<file path="src/hw/rtl/acfp_pkg.sv">
// Shared types, character codes and helper functions of the ASCII CAN frame parser.
package acfp_pkg;

    // Default and upper bound of the number of data bytes in one frame.
    localparam int unsigned ACFP_MAX_BYTES = 8;
    localparam int unsigned ACFP_DATA_W    = 64;
    localparam int unsigned ACFP_ID_W      = 29;

    // Type letters and the digit base.
    localparam logic [7:0] CH_STD_DATA = 8'h74;  // t
    localparam logic [7:0] CH_EXT_DATA = 8'h54;  // T
    localparam logic [7:0] CH_STD_RTR  = 8'h72;  // r
    localparam logic [7:0] CH_EXT_RTR  = 8'h52;  // R
    localparam logic [7:0] CH_ZERO     = 8'h30;  // 0

    // Identifier digit counts and limits.
    localparam logic [3:0] STD_ID_DIGITS = 4'd3;
    localparam logic [3:0] EXT_ID_DIGITS = 4'd8;
    localparam logic [3:0] MAX_LEN_CODE  = 4'd8;
    localparam logic [ACFP_ID_W-1:0] ID_SAT = 29'h1FFF_FFFF;

    // Result status codes.
    localparam logic [1:0] ST_OK       = 2'd0;
    localparam logic [1:0] ST_BAD_TYPE = 2'd1;
    localparam logic [1:0] ST_SHORT    = 2'd2;

    // One character of the command line.
    typedef struct packed {
        logic [7:0] ch;
        logic       last;
    } acfp_in_t;

    // One parsed frame.
    typedef struct packed {
        logic [ACFP_ID_W-1:0]   frame_id;
        logic                   extended;
        logic                   remote;
        logic [3:0]             request_length;
        logic [3:0]             data_count;
        logic [ACFP_DATA_W-1:0] data_bytes;
        logic [1:0]             status;
    } acfp_out_t;

    // Hex digit value; any other character counts as zero.
    function automatic logic [3:0] acfp_hex_value(input logic [7:0] c);
        logic [7:0] v;
        v = 8'h00;
        case (c) inside
            [8'h30:8'h39]: v = c - 8'h30;
            [8'h61:8'h66]: v = c - 8'h57;
            [8'h41:8'h46]: v = c - 8'h37;
            default:       v = 8'h00;
        endcase
        return v[3:0];
    endfunction

endpackage

</file>
<file path="src/hw/rtl/acfp_stream_if.sv">
// Valid/ready stream interface used for the character and frame channels.
interface acfp_stream_if #(parameter type payload_t = logic);

    logic     valid;
    logic     ready;
    payload_t payload;

    modport source (output valid, output payload, input ready);
    modport sink (input valid, input payload, output ready);

endinterface

</file>
<file path="src/hw/rtl/ascii_can_frame_parser_unit.sv">
// Top level of the ASCII CAN frame parser: input register, parser core and result register.
//
// Usage: characters of a serial-line CAN command arrive on rx, one per transfer,
// with last set on the final character of the line. The line is a type letter
// (t, T, r, R), the hex identifier, a length digit and the hex data bytes.
// For every line one frame leaves on tx, with a status of ok, unknown type
// letter or line ended early; characters without last produce nothing on tx.
// Path: a character taken on rx is held in the input register and parsed from there;
// the frame of a final character goes into the result register, which offers it on tx.
// Throughput: one character per cycle while no final character waits on a full result
// register, set by the update of the parser state between the input register and the
// result register.
// Stall: the result register holds a frame until tx takes it. While it is full
// and not being taken, a final character waits in the input register and rx
// stops taking characters; all other characters keep flowing.
// Reset: clears the parser state and both valid flags; the first character
// after reset is treated as a type letter.
module ascii_can_frame_parser_unit
    import acfp_pkg::*;
#(
    parameter int unsigned MAX_BYTES = ACFP_MAX_BYTES
)
(
    input  logic         clk,
    input  logic         rst_n,
    acfp_stream_if.sink   rx,
    acfp_stream_if.source tx
);

    acfp_in_t  in_reg;
    logic      in_valid_reg;
    acfp_out_t out_reg;
    logic      out_valid_reg;
    acfp_out_t res;
    logic      proc_fire;

    // A character is parsed unless it ends a line and the result register is blocked.
    assign proc_fire = in_valid_reg && (!in_reg.last || !out_valid_reg || tx.ready);
    assign rx.ready  = !in_valid_reg || proc_fire;

    assign tx.valid   = out_valid_reg;
    assign tx.payload = out_reg;

    acfp_parse_core #(
        .MAX_BYTES (MAX_BYTES)
    ) u_core (
        .clk   (clk),
        .rst_n (rst_n),
        .step  (proc_fire),
        .item  (in_reg),
        .res   (res)
    );

    // Input register.
    always_ff @(posedge clk or negedge rst_n)
    begin
        if (!rst_n)
        begin
            in_valid_reg <= 1'b0;
        end
        else if (rx.ready)
        begin
            in_valid_reg <= rx.valid;
        end
    end

    always_ff @(posedge clk)
    begin
        if (rx.valid && rx.ready)
        begin
            in_reg <= rx.payload;
        end
    end

    // Result register.
    always_ff @(posedge clk or negedge rst_n)
    begin
        if (!rst_n)
        begin
            out_valid_reg <= 1'b0;
        end
        else if (proc_fire && in_reg.last)
        begin
            out_valid_reg <= 1'b1;
        end
        else if (tx.ready)
        begin
            out_valid_reg <= 1'b0;
        end
    end

    always_ff @(posedge clk)
    begin
        if (proc_fire && in_reg.last)
        begin
            out_reg <= res;
        end
    end

`ifndef SYNTHESIS
    // A frame appears only after a final character has been parsed.
    a_frame_from_last: assert property (@(posedge clk) disable iff (!rst_n)
        $rose(out_valid_reg) |-> $past(proc_fire && in_reg.last))
        else $error("frame offered without a final character");

    // A waiting frame is never overwritten by the next line.
    a_no_overwrite: assert property (@(posedge clk) disable iff (!rst_n)
        !(proc_fire && in_reg.last && out_valid_reg && !tx.ready))
        else $error("pending frame overwritten");

    // A held character blocks new transfers on rx.
    a_hold_blocks_rx: assert property (@(posedge clk) disable iff (!rst_n)
        in_valid_reg && !proc_fire |-> !rx.ready)
        else $error("input register overwritten while held");
`endif

endmodule

</file>
<file path="src/hw/rtl/acfp_parse_core.sv">
// Parser state and the per-character update, with the frame built from the updated state.
module acfp_parse_core
    import acfp_pkg::*;
#(
    parameter int unsigned MAX_BYTES = ACFP_MAX_BYTES
)
(
    input  logic      clk,
    input  logic      rst_n,
    input  logic      step,
    input  acfp_in_t  item,
    output acfp_out_t res
);

    localparam int unsigned DW = MAX_BYTES * 8;
    localparam logic [3:0] MAX_BYTES_CODE = 4'(MAX_BYTES);

    typedef enum logic [5:0] {
        PH_TYPE = 6'b000001,
        PH_ID   = 6'b000010,
        PH_LEN  = 6'b000100,
        PH_DATA = 6'b001000,
        PH_DONE = 6'b010000,
        PH_BAD  = 6'b100000
    } phase_t;

    phase_t              phase_reg,  phase_next,  upd_phase;
    logic [3:0]          digit_reg,  digit_next,  upd_digit;
    logic [ACFP_ID_W-1:0] id_reg,    id_next,     upd_id;
    logic                ext_reg,    ext_next,    upd_ext;
    logic                rtr_reg,    rtr_next,    upd_rtr;
    logic [3:0]          length_reg, length_next, upd_length;
    logic [DW-1:0]       data_reg,   data_next,   upd_data;
    logic [3:0]          bytes_reg,  bytes_next,  upd_bytes;

    logic [3:0]           hex;
    logic [7:0]           len_raw;
    logic [3:0]           len_val;
    logic [3:0]           digit_inc;
    logic [3:0]           bytes_inc;
    logic [ACFP_ID_W-1:0] id_shift;

    assign hex = acfp_hex_value(item.ch);

    // Effect of one character on the parser state.
    always_comb
    begin
        upd_phase  = phase_reg;
        upd_digit  = digit_reg;
        upd_id     = id_reg;
        upd_ext    = ext_reg;
        upd_rtr    = rtr_reg;
        upd_length = length_reg;
        upd_data   = data_reg;
        upd_bytes  = bytes_reg;
        len_raw    = item.ch - CH_ZERO;
        len_val    = (len_raw > 8'(MAX_LEN_CODE)) ? MAX_LEN_CODE : len_raw[3:0];
        digit_inc  = digit_reg + 4'd1;
        bytes_inc  = bytes_reg + 4'd1;
        id_shift   = (id_reg[ACFP_ID_W-1:ACFP_ID_W-4] != 4'd0) ? ID_SAT
                                                               : {id_reg[ACFP_ID_W-5:0], hex};
        case (phase_reg)
            PH_TYPE:
            begin
                upd_digit = 4'd0;
                upd_id    = '0;
                upd_phase = PH_ID;
                case (item.ch)
                    CH_STD_DATA: begin upd_ext = 1'b0; upd_rtr = 1'b0; end
                    CH_EXT_DATA: begin upd_ext = 1'b1; upd_rtr = 1'b0; end
                    CH_STD_RTR:  begin upd_ext = 1'b0; upd_rtr = 1'b1; end
                    CH_EXT_RTR:  begin upd_ext = 1'b1; upd_rtr = 1'b1; end
                    default:
                    begin
                        upd_digit = digit_reg;
                        upd_id    = id_reg;
                        upd_phase = PH_BAD;
                    end
                endcase
            end
            PH_ID:
            begin
                upd_id    = id_shift;
                upd_digit = digit_inc;
                if (digit_inc >= (ext_reg ? EXT_ID_DIGITS : STD_ID_DIGITS))
                begin
                    // A standard identifier above 11 bits promotes the frame to extended.
                    if (!ext_reg && (id_shift[ACFP_ID_W-1:11] != '0))
                    begin
                        upd_ext = 1'b1;
                    end
                    upd_digit = 4'd0;
                    upd_phase = PH_LEN;
                end
            end
            PH_LEN:
            begin
                if (rtr_reg)
                begin
                    upd_length = len_val;
                    upd_phase  = PH_DONE;
                end
                else
                begin
                    upd_length = (len_val > MAX_BYTES_CODE) ? MAX_BYTES_CODE : len_val;
                    upd_bytes  = 4'd0;
                    upd_digit  = 4'd0;
                    upd_data   = '0;
                    upd_phase  = (upd_length == 4'd0) ? PH_DONE : PH_DATA;
                end
            end
            PH_DATA:
            begin
                if (bytes_reg >= MAX_LEN_CODE)
                begin
                    upd_phase = PH_DONE;
                end
                else
                begin
                    // High nibble first, then low nibble of the current byte lane.
                    for (int i = 0; i < MAX_BYTES; i++)
                    begin
                        if (bytes_reg == 4'(i))
                        begin
                            if (digit_reg == 4'd0)
                            begin
                                upd_data[i*8+4 +: 4] = hex;
                            end
                            else
                            begin
                                upd_data[i*8 +: 4] = hex;
                            end
                        end
                    end
                    if (digit_reg == 4'd0)
                    begin
                        upd_digit = 4'd1;
                    end
                    else
                    begin
                        upd_digit = 4'd0;
                        upd_bytes = bytes_inc;
                        if (bytes_inc >= length_reg)
                        begin
                            upd_phase = PH_DONE;
                        end
                    end
                end
            end
            default:
            begin
                upd_phase = phase_reg;
            end
        endcase
    end

    // Frame built from the updated state; only used on the final character.
    always_comb
    begin
        res = '0;
        case (upd_phase)
            PH_BAD:
            begin
                res.status = ST_BAD_TYPE;
            end
            PH_DONE:
            begin
                res.frame_id = upd_id;
                res.extended = upd_ext;
                res.remote   = upd_rtr;
                if (upd_rtr)
                begin
                    res.request_length = upd_length;
                end
                else
                begin
                    res.data_count = upd_length;
                    res.data_bytes = ACFP_DATA_W'(upd_data);
                end
                res.status = ST_OK;
            end
            PH_ID, PH_LEN, PH_DATA:
            begin
                res.frame_id = (upd_phase == PH_ID) ? '0 : upd_id;
                res.extended = upd_ext;
                res.remote   = upd_rtr;
                res.status   = ST_SHORT;
            end
            default:
            begin
                res.status = ST_SHORT;
            end
        endcase
    end

    // The final character of a line returns the parser to its reset state.
    always_comb
    begin
        phase_next  = phase_reg;
        digit_next  = digit_reg;
        id_next     = id_reg;
        ext_next    = ext_reg;
        rtr_next    = rtr_reg;
        length_next = length_reg;
        data_next   = data_reg;
        bytes_next  = bytes_reg;
        if (step)
        begin
            if (item.last)
            begin
                phase_next  = PH_TYPE;
                digit_next  = 4'd0;
                id_next     = '0;
                ext_next    = 1'b0;
                rtr_next    = 1'b0;
                length_next = 4'd0;
                data_next   = '0;
                bytes_next  = 4'd0;
            end
            else
            begin
                phase_next  = upd_phase;
                digit_next  = upd_digit;
                id_next     = upd_id;
                ext_next    = upd_ext;
                rtr_next    = upd_rtr;
                length_next = upd_length;
                data_next   = upd_data;
                bytes_next  = upd_bytes;
            end
        end
    end

    // Parser state registers.
    always_ff @(posedge clk or negedge rst_n)
    begin
        if (!rst_n)
        begin
            phase_reg  <= PH_TYPE;
            digit_reg  <= 4'd0;
            id_reg     <= '0;
            ext_reg    <= 1'b0;
            rtr_reg    <= 1'b0;
            length_reg <= 4'd0;
            data_reg   <= '0;
            bytes_reg  <= 4'd0;
        end
        else
        begin
            phase_reg  <= phase_next;
            digit_reg  <= digit_next;
            id_reg     <= id_next;
            ext_reg    <= ext_next;
            rtr_reg    <= rtr_next;
            length_reg <= length_next;
            data_reg   <= data_next;
            bytes_reg  <= bytes_next;
        end
    end

`ifndef SYNTHESIS
    // A finished line always leaves the parser waiting for a type letter.
    a_line_end_resets: assert property (@(posedge clk) disable iff (!rst_n)
        step && item.last |=> phase_reg == PH_TYPE)
        else $error("parser not back to type letter after line end");

    // While data is being collected, fewer bytes than the length are complete.
    a_bytes_below_len: assert property (@(posedge clk) disable iff (!rst_n)
        phase_reg == PH_DATA |-> (bytes_reg < length_reg) && (length_reg <= MAX_BYTES_CODE))
        else $error("byte count out of range in data phase");

    // A complete data frame never reports more bytes than the store holds.
    a_count_bound: assert property (@(posedge clk) disable iff (!rst_n)
        step && item.last && (res.status == ST_OK) && !res.remote
        |-> res.data_count <= MAX_BYTES_CODE)
        else $error("data count exceeds store");
`endif

endmodule

</file>
<file path="src/flat_wrapper.sv">
// flat-port wrapper written by rule: the top's interface ports become plain ports
module ascii_can_frame_parser_unit_flat import acfp_pkg::*;
#(
    parameter int unsigned MAX_BYTES = ACFP_MAX_BYTES
)
  (clk, rst_n, rx_valid, rx_payload, rx_ready, tx_valid, tx_payload, tx_ready);
  acfp_stream_if #(.payload_t(acfp_in_t)) rx_i ();
  acfp_stream_if #(.payload_t(acfp_out_t)) tx_i ();
  input  logic clk;
  input  logic rst_n;
  input wire logic [$bits(rx_i.valid)-1:0] rx_valid;
  input wire logic [$bits(rx_i.payload)-1:0] rx_payload;
  output wire logic [$bits(rx_i.ready)-1:0] rx_ready;
  output wire logic [$bits(tx_i.valid)-1:0] tx_valid;
  output wire logic [$bits(tx_i.payload)-1:0] tx_payload;
  input wire logic [$bits(tx_i.ready)-1:0] tx_ready;
  assign rx_i.valid = rx_valid;
  assign rx_i.payload = rx_payload;
  assign rx_ready = rx_i.ready;
  assign tx_valid = tx_i.valid;
  assign tx_payload = tx_i.payload;
  assign tx_i.ready = tx_ready;
  ascii_can_frame_parser_unit #(.MAX_BYTES(MAX_BYTES)) u_core (.clk(clk), .rst_n(rst_n), .rx(rx_i), .tx(tx_i));
endmodule
</file>
<file path="config.mk">
export PLATFORM = sky130hd
export DESIGN_NAME = ascii_can_frame_parser_unit_flat
export DESIGN_NICKNAME = d
export VERILOG_FILES = /design/src/hw/rtl/acfp_pkg.sv /design/src/hw/rtl/acfp_stream_if.sv /design/src/hw/rtl/ascii_can_frame_parser_unit.sv /design/src/hw/rtl/acfp_parse_core.sv /design/src/flat_wrapper.sv
export SDC_FILE = /design/constraint.sdc
export NUM_CORES = 1
export LEC_CHECK = 0
export BUFFER_PORTS_ARGS = -buffer_cell sky130_fd_sc_hd__buf_4
export CELL_PAD_IN_SITES_DETAIL_PLACEMENT = 1
export CELL_PAD_IN_SITES_GLOBAL_PLACEMENT = 1
export CORE_UTILIZATION = 43
export CTS_BUF_LIST = sky130_fd_sc_hd__clkbuf_8
export DETAILED_ROUTE_END_ITERATION = 16
export GPL_ROUTABILITY_DRIVEN = 0
export PLACE_DENSITY = 0.8
export SLEW_MARGIN = 40
export SYNTH_ARGS = -nofsm -noshare
export SYNTH_HDL_FRONTEND = slang
export SYNTH_SLANG_ARGS = --single-unit
</file>
<file path="constraint.sdc">
create_clock -name clk -period 4 [get_ports clk]
set_input_delay 0.8 -clock clk [delete_from_list [all_inputs] [get_ports clk]]
set_output_delay 0.8 -clock clk [all_outputs]
set_load 0.01 [all_outputs]
</file>
# [After elaboration in Yosys (flattened, before gate mapping)]
# Index checks and enable logic that the tools add are counted.
[word_totals] ff_bits=229 inputBits=13 elab_cells=166
[classes] n_addsub=5 order_cmp=11 n_eq_ne=24 n_mux=74 bitwise_logic=1 reduce_logical=32
[op_table] cell="$mux 64" n=3
[op_table] cell="$mux 4" n=33
[op_table] cell="$pmux 64 s2" n=1
[op_table] cell="$mux 29" n=4
[op_table] cell="$mux 8" n=8
[op_table] cell="$pmux 31 s2" n=1
[op_table] cell="$pmux 29 s2" n=1
[op_table] cell="$mux 6" n=6
[op_table] cell="$eq 8x7->1 const B" n=4
[op_table] cell="$pmux 6 s4" n=1
[op_table] cell="$reduce_bool 18->1" n=1
[op_table] cell="$eq 4x3->1 const B" n=4
[op_table] cell="$ge 8x7->1 const B" n=2
[op_table] cell="$le 8x7->1 const B" n=2
[op_table] cell="$pmux 4 s4" n=1
[op_table] cell="$eq 6x2->1 const B" n=2
[op_table] cell="$eq 6x3->1 const B" n=2
[op_table] cell="$eq 6x4->1 const B" n=2
[op_table] cell="$logic_not 4->1" n=3
[op_table] cell="$ne 3x2->1 const B" n=4
[op_table] cell="$mux 5" n=2
[op_table] cell="$reduce_and 5->1" n=2
[op_table] cell="$reduce_or 2->1" n=5
[op_table] cell="$add 4x1->4 const B" n=2
[op_table] cell="28 further kinds" n=51

# [Longest topological paths before layout]
[depth] word_depth=12 mapped_depth=13 depth_no_buf=10

# [Modules after synthesis]
# From an unflattened synthesis, not the netlist that was laid out.
[hier_totals] hier_cells=1018 hier_area_um2=11180.7
[modules_own_cells] mod="acfp_parse_core" n_inst=1 cells_each=894 area_each_um2=7651.1 seq_area_each_um2=2829.0
[modules_own_cells] mod="ascii_can_frame_parser_unit" n_inst=1 cells_each=124 area_each_um2=3529.6 seq_area_each_um2=3473.3

# [Worst setup path after synthesis]
# No wires, ideal clock.
[synth_timing] kind="input port to flip-flop" startpoint="input port tx_ready" endpoint="register u_core.u_core.digit_reg[2]" setup_time_ns=0.067 arrival_time_ns=4.570 setup_slack_ns=-0.636 cell_stages=7 n_path_buf=0 cell_sequence="nand3b_1 > and2_0 > nand2_1 > inv_1 > a31oi_1 > or4b_2 > nand2_1"
[synth_between] elab_chain_cells=3
[synth_rtl] element="start: declaration" line="flat_wrapper.sv:16" source="input wire logic [$bits(tx_i.ready)-1:0] tx_ready;"
[synth_rtl] element="$logic_or 1x1->1" line="ascii_can_frame_parser_unit.sv:38" source="assign proc_fire = in_valid_reg && (!in_reg.last || !out_valid_reg || tx.ready);"
[synth_rtl] element="$logic_and 1x1->1" line="ascii_can_frame_parser_unit.sv:38"
[synth_rtl] element="$reduce_and 5->1 (no line)"
[synth_rtl] element="end signal: assignment" line="acfp_parse_core.sv:251" source="digit_reg <= digit_next;"
[synth_rtl] element="end: declaration" line="acfp_parse_core.sv:28" source="logic [3:0] digit_reg, digit_next, upd_digit;"
# No other way between the ends.
# A chain may end at the register's enable or synchronous reset.

# [Worst setup path after layout]
[layout_timing] startpoint="register u_core.u_core.bytes_reg[0]" endpoint="register u_core.out_reg, in the netlist u_core.tx.payload[60], data pin"
[layout_between] elab_chain_cells=9 elab_cells_between_ends=14 cone_classes="add/sub: 1; order compare: 2; eq/ne: 2; mux: 7; bitwise: 1; reduce/logical: 1"
[layout_rtl] element="start: declaration" line="acfp_parse_core.sv:34" source="logic [3:0] bytes_reg, bytes_next, upd_bytes;"
[layout_rtl] element="start signal: assignment" line="acfp_parse_core.sv:257" source="bytes_reg <= bytes_next;"
[layout_rtl] element="$add 4x1->4" line="acfp_parse_core.sv:59" source="bytes_inc = bytes_reg + 4'd1;"
[layout_rtl] element="$ge 4x4->1" line="acfp_parse_core.sv:143" source="if (bytes_inc >= length_reg)"
[layout_rtl] element="$mux 6" line="acfp_parse_core.sv:143"
[layout_rtl] element="$mux 6" line="acfp_parse_core.sv:135" source="if (digit_reg == 4'd0)"
[layout_rtl] element="$mux 6" line="acfp_parse_core.sv:114" source="if (bytes_reg >= MAX_LEN_CODE)"
[layout_rtl] element="$pmux 6 s4" line="acfp_parse_core.sv:62" source="case (phase_reg)"
[layout_rtl] element="$eq 6x5->1" line="acfp_parse_core.sv:161" source="case (upd_phase)"
[layout_rtl] element="$not 1->1 (no line)"
[layout_rtl] element="$reduce_or 2->1 (no line)"
[layout_rtl] element="end signal: assignment" line="ascii_can_frame_parser_unit.sv:96" source="out_reg <= res;"
[layout_rtl] element="end: declaration" line="ascii_can_frame_parser_unit.sv:32" source="acfp_out_t out_reg;"
# Parallel ways exist; a longest one is shown, timed or not.

==> impl_results.md <==
- Yosys cell types: 72
- PostCTS Resize Cnt: 0
- DIE AREA: 0.0261 mm²
- Critical path class: reg2reg
- Post-synth top flop: edfxtp_1
- Crit path DAT: just under 4000 ps
- Slew Limit Fails: 0
- Pwr per Cell Area: about 400 mW/mm²
- Critical path launch point type: flip-flop
- Max reg flops: ~110
- Clk_lat worst skew: 550 ps
- Clock sink count: between 200 and 250
- Slew HR: 0.444
- Synth warn: 0
- Avg WL per Cell: between 15 and 20 µm
- Synth async-reset ratio: 0.502
- Critical R2R Capture: u_core.tx.payload[60]
- # hold bufs at CTS: 0
- Critical Path RT: approximately 4300 ps
- Grt ovf: 0
- Post-route minimum period: 3660 ps
- Max frequency: 0.273 GHz
- Ports: 120
- Post-CTS Setup Repair Bufs: 0
- Die span in y: about 160 µm
- RSZ-0062 raised after global routing: no
- Synth Net Count: 1144
- Worst-margin pin slew: roughly 830 ps
- Final setup fails: 0
- Max VDD drop: ~0.00026 V
- DP HPWL: about 20000 µm
- Global-route wire length before repair: between 50000 and 60000 µm
- Placeable core area: around 0.025 mm²
- Total wire length: roughly 31000 µm
- Critical Path Fanout Max: 26
- Fin crit share: 0.915
- Number of diodes: 0
- Max-cap check violation count: 0
- Design area: 0.0130 mm²
- Max Buffers Root-to-Sink: 3
- Port bufs: 119
- Worst Skew: 20.0 ps
- Worst setup EP type: flip-flop
- Hold Slack: ~230 ps
- Cell accounting for the most synthesized area: edfxtp_1
- GRT Overall Usage: 0.247
- Synth top area share: 0.313
- Placed inst area: 0.0122 mm²
- H-Tree Depth: 2
- Post-Synthesis Cell Area: about 0.011 mm²
- First DRT Iteration DRCs: between 500 and 600
- Setup WS pre-CTS: about 380 ps
- Clock-pin transition on the worst setup and hold timing paths: around 70 ps
- Initial core utilization: 0.437
- DR DRC count: 0
- Antenna violations before repair: 0
- Reg2reg path depth: 11
- Pleak: about 0.0050 µW
- Final setup TNS: 0 ps
- Share of cells above drive strength 1: 0.189
- TritonRoute pass-1 iters: 5
- Root Buffer: clkbuf_8
- Synth-to-Final Area Change: 18.7%
- Syn avg cell area: 9.88 µm²
- Status: completed
- Vias per cell: 5.66
- Setup WS post-layout: roughly 340 ps
- # rows: 58
- Pin count of the biggest net entering global routing: roughly 110
- Hold WC Path Type: in2async
- Vias in the first global route: roughly 9300
- Post-Syn Instances: 1107
- Layout Nets: 1267
- DR vias: around 9000
- ANT nets after route: 0
- Reg-to-Reg Start: u_core.u_core.bytes_reg[0]
- R2r setup slk: roughly 340 ps
- Number of synthesized flops with an enable pin: ~110
- Synth Register Bits: about 230
- CTS tree: yes
- Main area contributors after synthesis: edfxtp_1, dfrtp_1, nand2_1, o21ai_0, nand3_1
- Die span in x: between 150 and 200 µm
- Register area share after synthesis: 0.576
- Num CTS Buffers: 40
- Final hold violations: 0
-- layout by cell type (no fill, tap or decap), types with 4 or more instances in the layout --
master	n
edfxtp_1	114
clkbuf_8	45
nand2_1	199
buf_4	139
clkinv_1	8
clkinv_2	4
a22o_1	8
o31ai_1	8
nor4_1	5
o21ai_0	125
a21oi_1	77
a22oi_1	4
dfrtp_1	114
and3_1	7
nand3_1	96
nand2b_1	12
ha_1	24
a32o_1	6
nor2b_1	9
inv_1	34
a31oi_1	9
nor2_1	101
a21oi_2	21
nor3_1	13
-- Yosys cell counts, drive strengths merged, types with 4 or more instances --
cell    instances
dfrtp         114
o21ai         127
nand2b         12
clkbuf         49
ha             24
edfxtp        114
buf            14
a31oi          10
a22oi           4
a22o            8
a32o            6
a21oi          98
nor2          104
nand3          96
nor4            5
nor2b           9
inv            20
nand2         201
o31ai           8
nor3           13
and3            7
o211ai          4
-- layout make-up --
cell class                 instances  area, µm²
multi-input combinational        795       4290
tap                              330        413
timing repair buffer             144       1130
fill                            2840      12100
sequential                       229       6300
inverter                          20       78.8
clock buffer                      45        619
clock inverter                    29        145
-- worst max-delay path, stage by stage, from the launching register on --
cell,delay [ps]
dfrtp_1,460
ha_1,510
xor2_1,130
ha_1,340
a21o_1,170
a31oi_1,250
o21ai_0,210
a211o_1,400
nor4b_4,180
nand2_4,330
buf_4,320
a21oi_1,90
-- per-layer routing --
metal / share of wire / up-vias / global-route usage
li1: - / 4196 / -
met1: 0.46 / 4534 / 0.342
met2: 0.47 / 240 / 0.401
met3: 0.052 / 44 / 0.0393
met4: 0.018 / 0 / 0.0695
met5: 0 / - / 0
-- power by group --
group	switching (µW)	internal [µW]
sequential	44.6	2540
clock	981	1100
combinational	268	138
total	1290	3780
-- worst max-delay path by stage --
stage	to	cells after the start	startpoint	slack, ps
after floorplan	u_core.u_core.digit_reg[2]	7	tx_ready	80
after global placement	u_core.tx.payload[49]	11	u_core.u_core.bytes_reg[0]	610
after detailed placement	u_core.tx.payload[60]	11	u_core.u_core.bytes_reg[0]	380
after CTS	u_core.tx.payload[60]	11	u_core.u_core.bytes_reg[0]	350
after global routing	u_core.tx.payload[60]	11	u_core.u_core.bytes_reg[0]	140
final	u_core.tx.payload[60]	11	u_core.u_core.bytes_reg[0]	340
-- metrics by stage --
step | util | power (µW) | instances
2_1_floorplan | - | 2840 | 1107
3_3_place_gp | 0.487 | 3030 | 1516
3_5_place_dp | 0.487 | 3040 | 1516
4_1_cts | 0.517 | 5110 | 1590
5_1_grt | 0.519 | 5240 | 1592
6_report | 0.519 | 5070 | 1592
-- cell families (layout without fill, tap and decap cells) --
family / count (synthesis) / count (layout) / share of synthesized area
XOR/XNOR: 6 / 6 / 0.00481
buffers and inverters: 83 / 238 / 0.0329
adder cells (fa/ha/maj): 24 / 24 / 0.0275
flip-flops: 229 / 229 / 0.576
AO/OA/AOI/OAI: 288 / 288 / 0.158
AND/OR/NAND/NOR: 476 / 476 / 0.199
multiplexers: 1 / 1 / 0.000915
Note: power is estimated with default switching activity, not from simulation.
